--- src/rotation_matrix_to_quaternion_defines.svh ---
// Assertion macros for the rotation matrix to quaternion block.
// Used by the top level; depends on nothing else.
`ifndef ROTATION_MATRIX_TO_QUATERNION_DEFINES_SVH
`define ROTATION_MATRIX_TO_QUATERNION_DEFINES_SVH

// Same-cycle implication, disabled while reset is high.
`define RMQ_ASSERT_NOW(label, clk, rst, ante, cons, msg) \
  label: assert property (@(posedge clk) disable iff (rst) (ante) |-> (cons)) else $error(msg);

// Next-cycle implication, disabled while reset is high.
`define RMQ_ASSERT_NEXT(label, clk, rst, ante, cons, msg) \
  label: assert property (@(posedge clk) disable iff (rst) (ante) |=> (cons)) else $error(msg);

`endif

--- src/rmq_pkg.sv ---
// Shared types and constants for the rotation matrix to quaternion block.
// Depends on nothing; imported by every module of the block.
`default_nettype none

package rmq_pkg;

  // Width of a branch numerator: sum or difference of two 16-bit elements.
  localparam int NUM_W = 17;
  // Quotient bits computed by the divider chain; anything larger saturates.
  localparam int Q_BITS = 17;

  typedef enum logic [1:0] {
    BR_W = 2'd0,
    BR_X = 2'd1,
    BR_Y = 2'd2,
    BR_Z = 2'd3
  } branch_t;

  typedef struct packed {
    logic signed [15:0] elem_r1c1;
    logic signed [15:0] elem_r1c2;
    logic signed [15:0] elem_r1c3;
    logic signed [15:0] elem_r2c1;
    logic signed [15:0] elem_r2c2;
    logic signed [15:0] elem_r2c3;
    logic signed [15:0] elem_r3c1;
    logic signed [15:0] elem_r3c2;
    logic signed [15:0] elem_r3c3;
  } mat_t;

  typedef struct packed {
    logic signed [15:0] quat_x;
    logic signed [15:0] quat_y;
    logic signed [15:0] quat_z;
    logic signed [15:0] quat_w;
    logic               bad_input;
  } quat_t;

  // Side data carried along the square root chain.
  typedef struct packed {
    logic                   bad;
    branch_t                branch;
    logic signed [NUM_W-1:0] n0;
    logic signed [NUM_W-1:0] n1;
    logic signed [NUM_W-1:0] n2;
  } pre_t;

  // Side data carried along the divider chain.
  typedef struct packed {
    logic               bad;
    branch_t            branch;
    logic signed [15:0] dom;
  } post_t;

endpackage

`default_nettype wire

--- src/rmq_sqrt_cell.sv ---
// One cell of the square root chain: settles one root bit per cycle.
// Depends on rmq_pkg.
`default_nettype none

module rmq_sqrt_cell #(
  parameter int SQ = 17
) (
  input  wire logic              clk,
  input  wire logic              rst,
  input  wire logic              in_valid,
  input  wire logic [2*SQ-1:0]   in_rad,
  input  wire logic [SQ+1:0]     in_rem,
  input  wire logic [SQ-1:0]     in_root,
  input  wire rmq_pkg::pre_t     in_side,
  output logic                   out_valid,
  output logic [2*SQ-1:0]        out_rad,
  output logic [SQ+1:0]          out_rem,
  output logic [SQ-1:0]          out_root,
  output rmq_pkg::pre_t          out_side
);
  import rmq_pkg::*;

  logic [SQ+3:0] rem_sh;
  logic [SQ+3:0] trial;
  logic          take;

  // Bring in the next two radicand bits and try root*4+1.
  assign rem_sh = {in_rem, in_rad[2*SQ-1 -: 2]};
  assign trial  = {2'b00, in_root, 2'b01};
  assign take   = (rem_sh >= trial);

  always_ff @(posedge clk) begin
    if (rst) begin
      out_valid <= 1'b0;
    end else begin
      out_valid <= in_valid;
    end
    out_rad  <= {in_rad[2*SQ-3:0], 2'b00};
    out_rem  <= take ? (SQ+2)'(rem_sh - trial) : rem_sh[SQ+1:0];
    out_root <= {in_root[SQ-2:0], take};
    out_side <= in_side;
  end

endmodule

`default_nettype wire

--- config.mk ---
export PLATFORM = sky130hd
export DESIGN_NAME = rmq_sqrt_cell
export DESIGN_NICKNAME = d
export VERILOG_FILES = /design/src/rotation_matrix_to_quaternion_defines.svh /design/src/rmq_pkg.sv /design/src/rmq_sqrt_cell.sv
export SDC_FILE = /design/constraint.sdc
export NUM_CORES = 1
export LEC_CHECK = 0
export BUFFER_PORTS_ARGS = -buffer_cell sky130_fd_sc_hd__buf_2
export CORE_UTILIZATION = 42
export CTS_CLUSTER_SIZE = 40
export DETAILED_ROUTE_END_ITERATION = 8
export PLACE_DENSITY = 0.87
export SLEW_MARGIN = 25
export SYNTH_ARGS = -nofsm -noshare
export SYNTH_HDL_FRONTEND = slang
export SYNTH_SLANG_ARGS = --single-unit
--- constraint.sdc ---
create_clock -name clk -period 2.3 [get_ports clk]
set_input_delay 0.115 -clock clk [delete_from_list [all_inputs] [get_ports clk]]
set_output_delay 0.115 -clock clk [all_outputs]
set_load 0.03 [all_outputs]
==> summary.txt <==
LEAKAGE: 3.50 nW
Max clock buf depth: 2
sequential area share after synthesis: 0.636
hold path endpoint: out_root[0]
crit start category: primary input
Area Growth Syn to Fin: 83.4%
crit share post-route: 0.986
1st-iter DRT viols: 141
Setup Fix Bufs, Post-CTS: 0
clock buffer count from CTS: 17
first-pass GRT wire length: 22.7 mm
fmax: 441 MHz
global-route track usage on met2: 0.573
Worst Path Max Fanout: 6
register area: 0.00246 sq mm
DRT antenna net count: 0
# DRC: 36
met1 Usage GRT: 0.335
die height: 98.0 um
footprint of the multi-input gates: 0.00123 sq mm
vias in the first global route: 4,133
hold path start: in_rem[18]
Slew Viols, Final: 0
setup TNS: 0 ps
final hold violation count: 0
Clock Sink Count: 123
CP Capture Type: flip-flop
fillcell total: 521
PwrDens: 874 mW/mm^2
WL/cell: 18.3 um
max_cap viols: 0
failing checks: DRC
core footprint: 0.00881 sq mm
Clk pin slew, worst setup/hold paths: 60 ps
CP required: 2690 ps
Synth Area per Inst: 12.2 sq um
gr usage total: 0.316
Post-synth ARST share: 0
Rows: 34
gpl congestion: 0.882
Mapped Area: 0.00387 sq mm
Mapped Cells: 317
final setup violation count: 0
CTS Root Cell: clkbuf_8
Max-slew headroom: 0.623
outcome: finished with violations
drt first pass iters: 7
Hold Path Class: primary input to flip-flop
Via Count: 3,962
final wirelength: 15.3 mm
library cells used by synthesis: 43
Synth area leaders: dfxtp_1 (64%), ha_1 (6.1%), mux2_4 (5.4%)
Starting Density: 0.440
commonest cells in the netlist: dfxtp_1 (123), inv_1 (27), a21oi_1 (20)
CTS tree: done
Hold Path Depth: 6
share of cells above drive strength 1: 0.438
pin slew with the least headroom to its limit: 560 ps
total grt overflow: 0
share of the synthesized area in the top cell type: 0.636
fin crit period: 2270 ps
Post-synth EDFFs: 0
die area: 0.00960 sq mm
htree depth: 4
yosys warns: 0
M3 GR Usage: 0.0966
most instantiated library cell after synthesis: dfxtp_1
maximum number of pins on one net before global-route repair: 17
number of buffers added on ports: 249
RSZ-0062 raised after global routing: no
top_reg_cell synth: dfxtp_1
Post-DP HPWL: 9.58 mm
Pwr Total: 0.00620 W
worst path arrival time: 2660 ps
Seq cells post-synth: 123
Setup Crit Path Kind: primary input to flip-flop
total I/O pin count: 252
routed vias/inst: 4.73
GRT busiest layer: met2
Peak VDD IR: 0.452 mV
nets@finish: 857
initial antenna violation count: 3
DIE WIDTH: 98.0 um
Synth area leader: dfxtp_1
cells by family (layout without fill, tap and decap cells):
| family | after synthesis | in the layout | share of synthesized area |
|---|---|---|---|
| buf+inv | 38 | 444 | 0.0478 |
| fa+ha+maj | 19 | 19 | 0.0614 |
| mux | 19 | 19 | 0.0675 |
| flops | 123 | 123 | 0.636 |
| other cells | 1 | 7 | 0.000969 |
| compound gates | 55 | 55 | 0.0895 |
| xor+xnor | 15 | 15 | 0.0339 |
| simple gates | 47 | 47 | 0.0627 |
stage by stage:
| step | instance area (sq um) | instances | hold slack, ps | worst slack (ps) | utilization |
|---|---|---|---|---|---|
| global placement | 5270 | 677 | 217 | 156 | 0.598 |
| finish | 7100 | 837 | 163 | 32.7 | 0.806 |
| global route | 7090 | 835 | 191 | 6.57 | 0.806 |
| detailed placement | 5270 | 677 | 219 | 95.5 | 0.598 |
| CTS | 7070 | 832 | 166 | 63.6 | 0.803 |
| floorplan | 3870 | 318 | 143 | 273 | - |
state kept, by name, summed over array words and instances (netlist names):
register and cells:
out_side 54, out_valid 1, out_rem 19, out_rad 32, out_root 17
cell type report:
class                   instances  area share
diodes                          5     0.00176
clock buffers                  17      0.0583
clock inverters                15      0.0220
inverters                      27      0.0143
multi-input cells             157       0.174
flip-flops and latches        123       0.347
well taps                     108      0.0190
repair buffers                385       0.364
worst max-delay path, stage by stage:
cell and delay [ps]:
dlygate4sd3_1 560, buf_2 140, ha_1 370, a21oi_1 240, nand2_1 100, o21ai_0 470, a31oi_1 200, xor2_1 180
mux2_4 280
cell usage in the layout, fill, tap and decap left out, drive strengths merged, types with 5 or more instances in the layout:
master,count
buf,262
dlygate4sd3,123
dfxtp,123
inv,34
a21oi,21
ha,19
clkbuf,17
mux2,15
nand2,14
o21ai,12
nor2,9
xnor2,8
xor2,7
diode,5
nand4,5
clkinv,5
worst max-delay path by stage:
| stage | from | end | slack (ps) |
|---|---|---|---|
| 2_1_floorplan | in_root[12] | out_rem[10] | 270 |
| 3_3_place_gp | in_root[14] | out_rem[4] | 160 |
| 3_5_place_dp | in_root[14] | out_rem[8] | 100 |
| 4_1_cts | in_rem[14] | out_rem[4] | 60 |
| 5_1_grt | in_root[14] | out_rem[4] | 7 |
| 6_report | in_rem[5] | out_rem[12] | 30 |
timing repair:
item                       CTS  global route
setup endpoints to repair    0            14
gates resized for setup      0             7
hold buffers               123             0
hold endpoints to repair   122             0
report_power, final:
group / internal, W / switching [W]
sequential: 0.00230 / 0.0000519
combinational: 0.000551 / 0.000748
clock: 0.00148 / 0.00107
layer usage:
layer | routed length (um) | part of all wire | vias up
met5 | 0 | 0 | -
met4 | 573 | 0.037 | 0
met3 | 1180 | 0.077 | 40
met2 | 7810 | 0.51 | 187
met1 | 5770 | 0.38 | 1865
li1 | - | - | 1870
No activity file was read; power rests on OpenSTA's default activity.
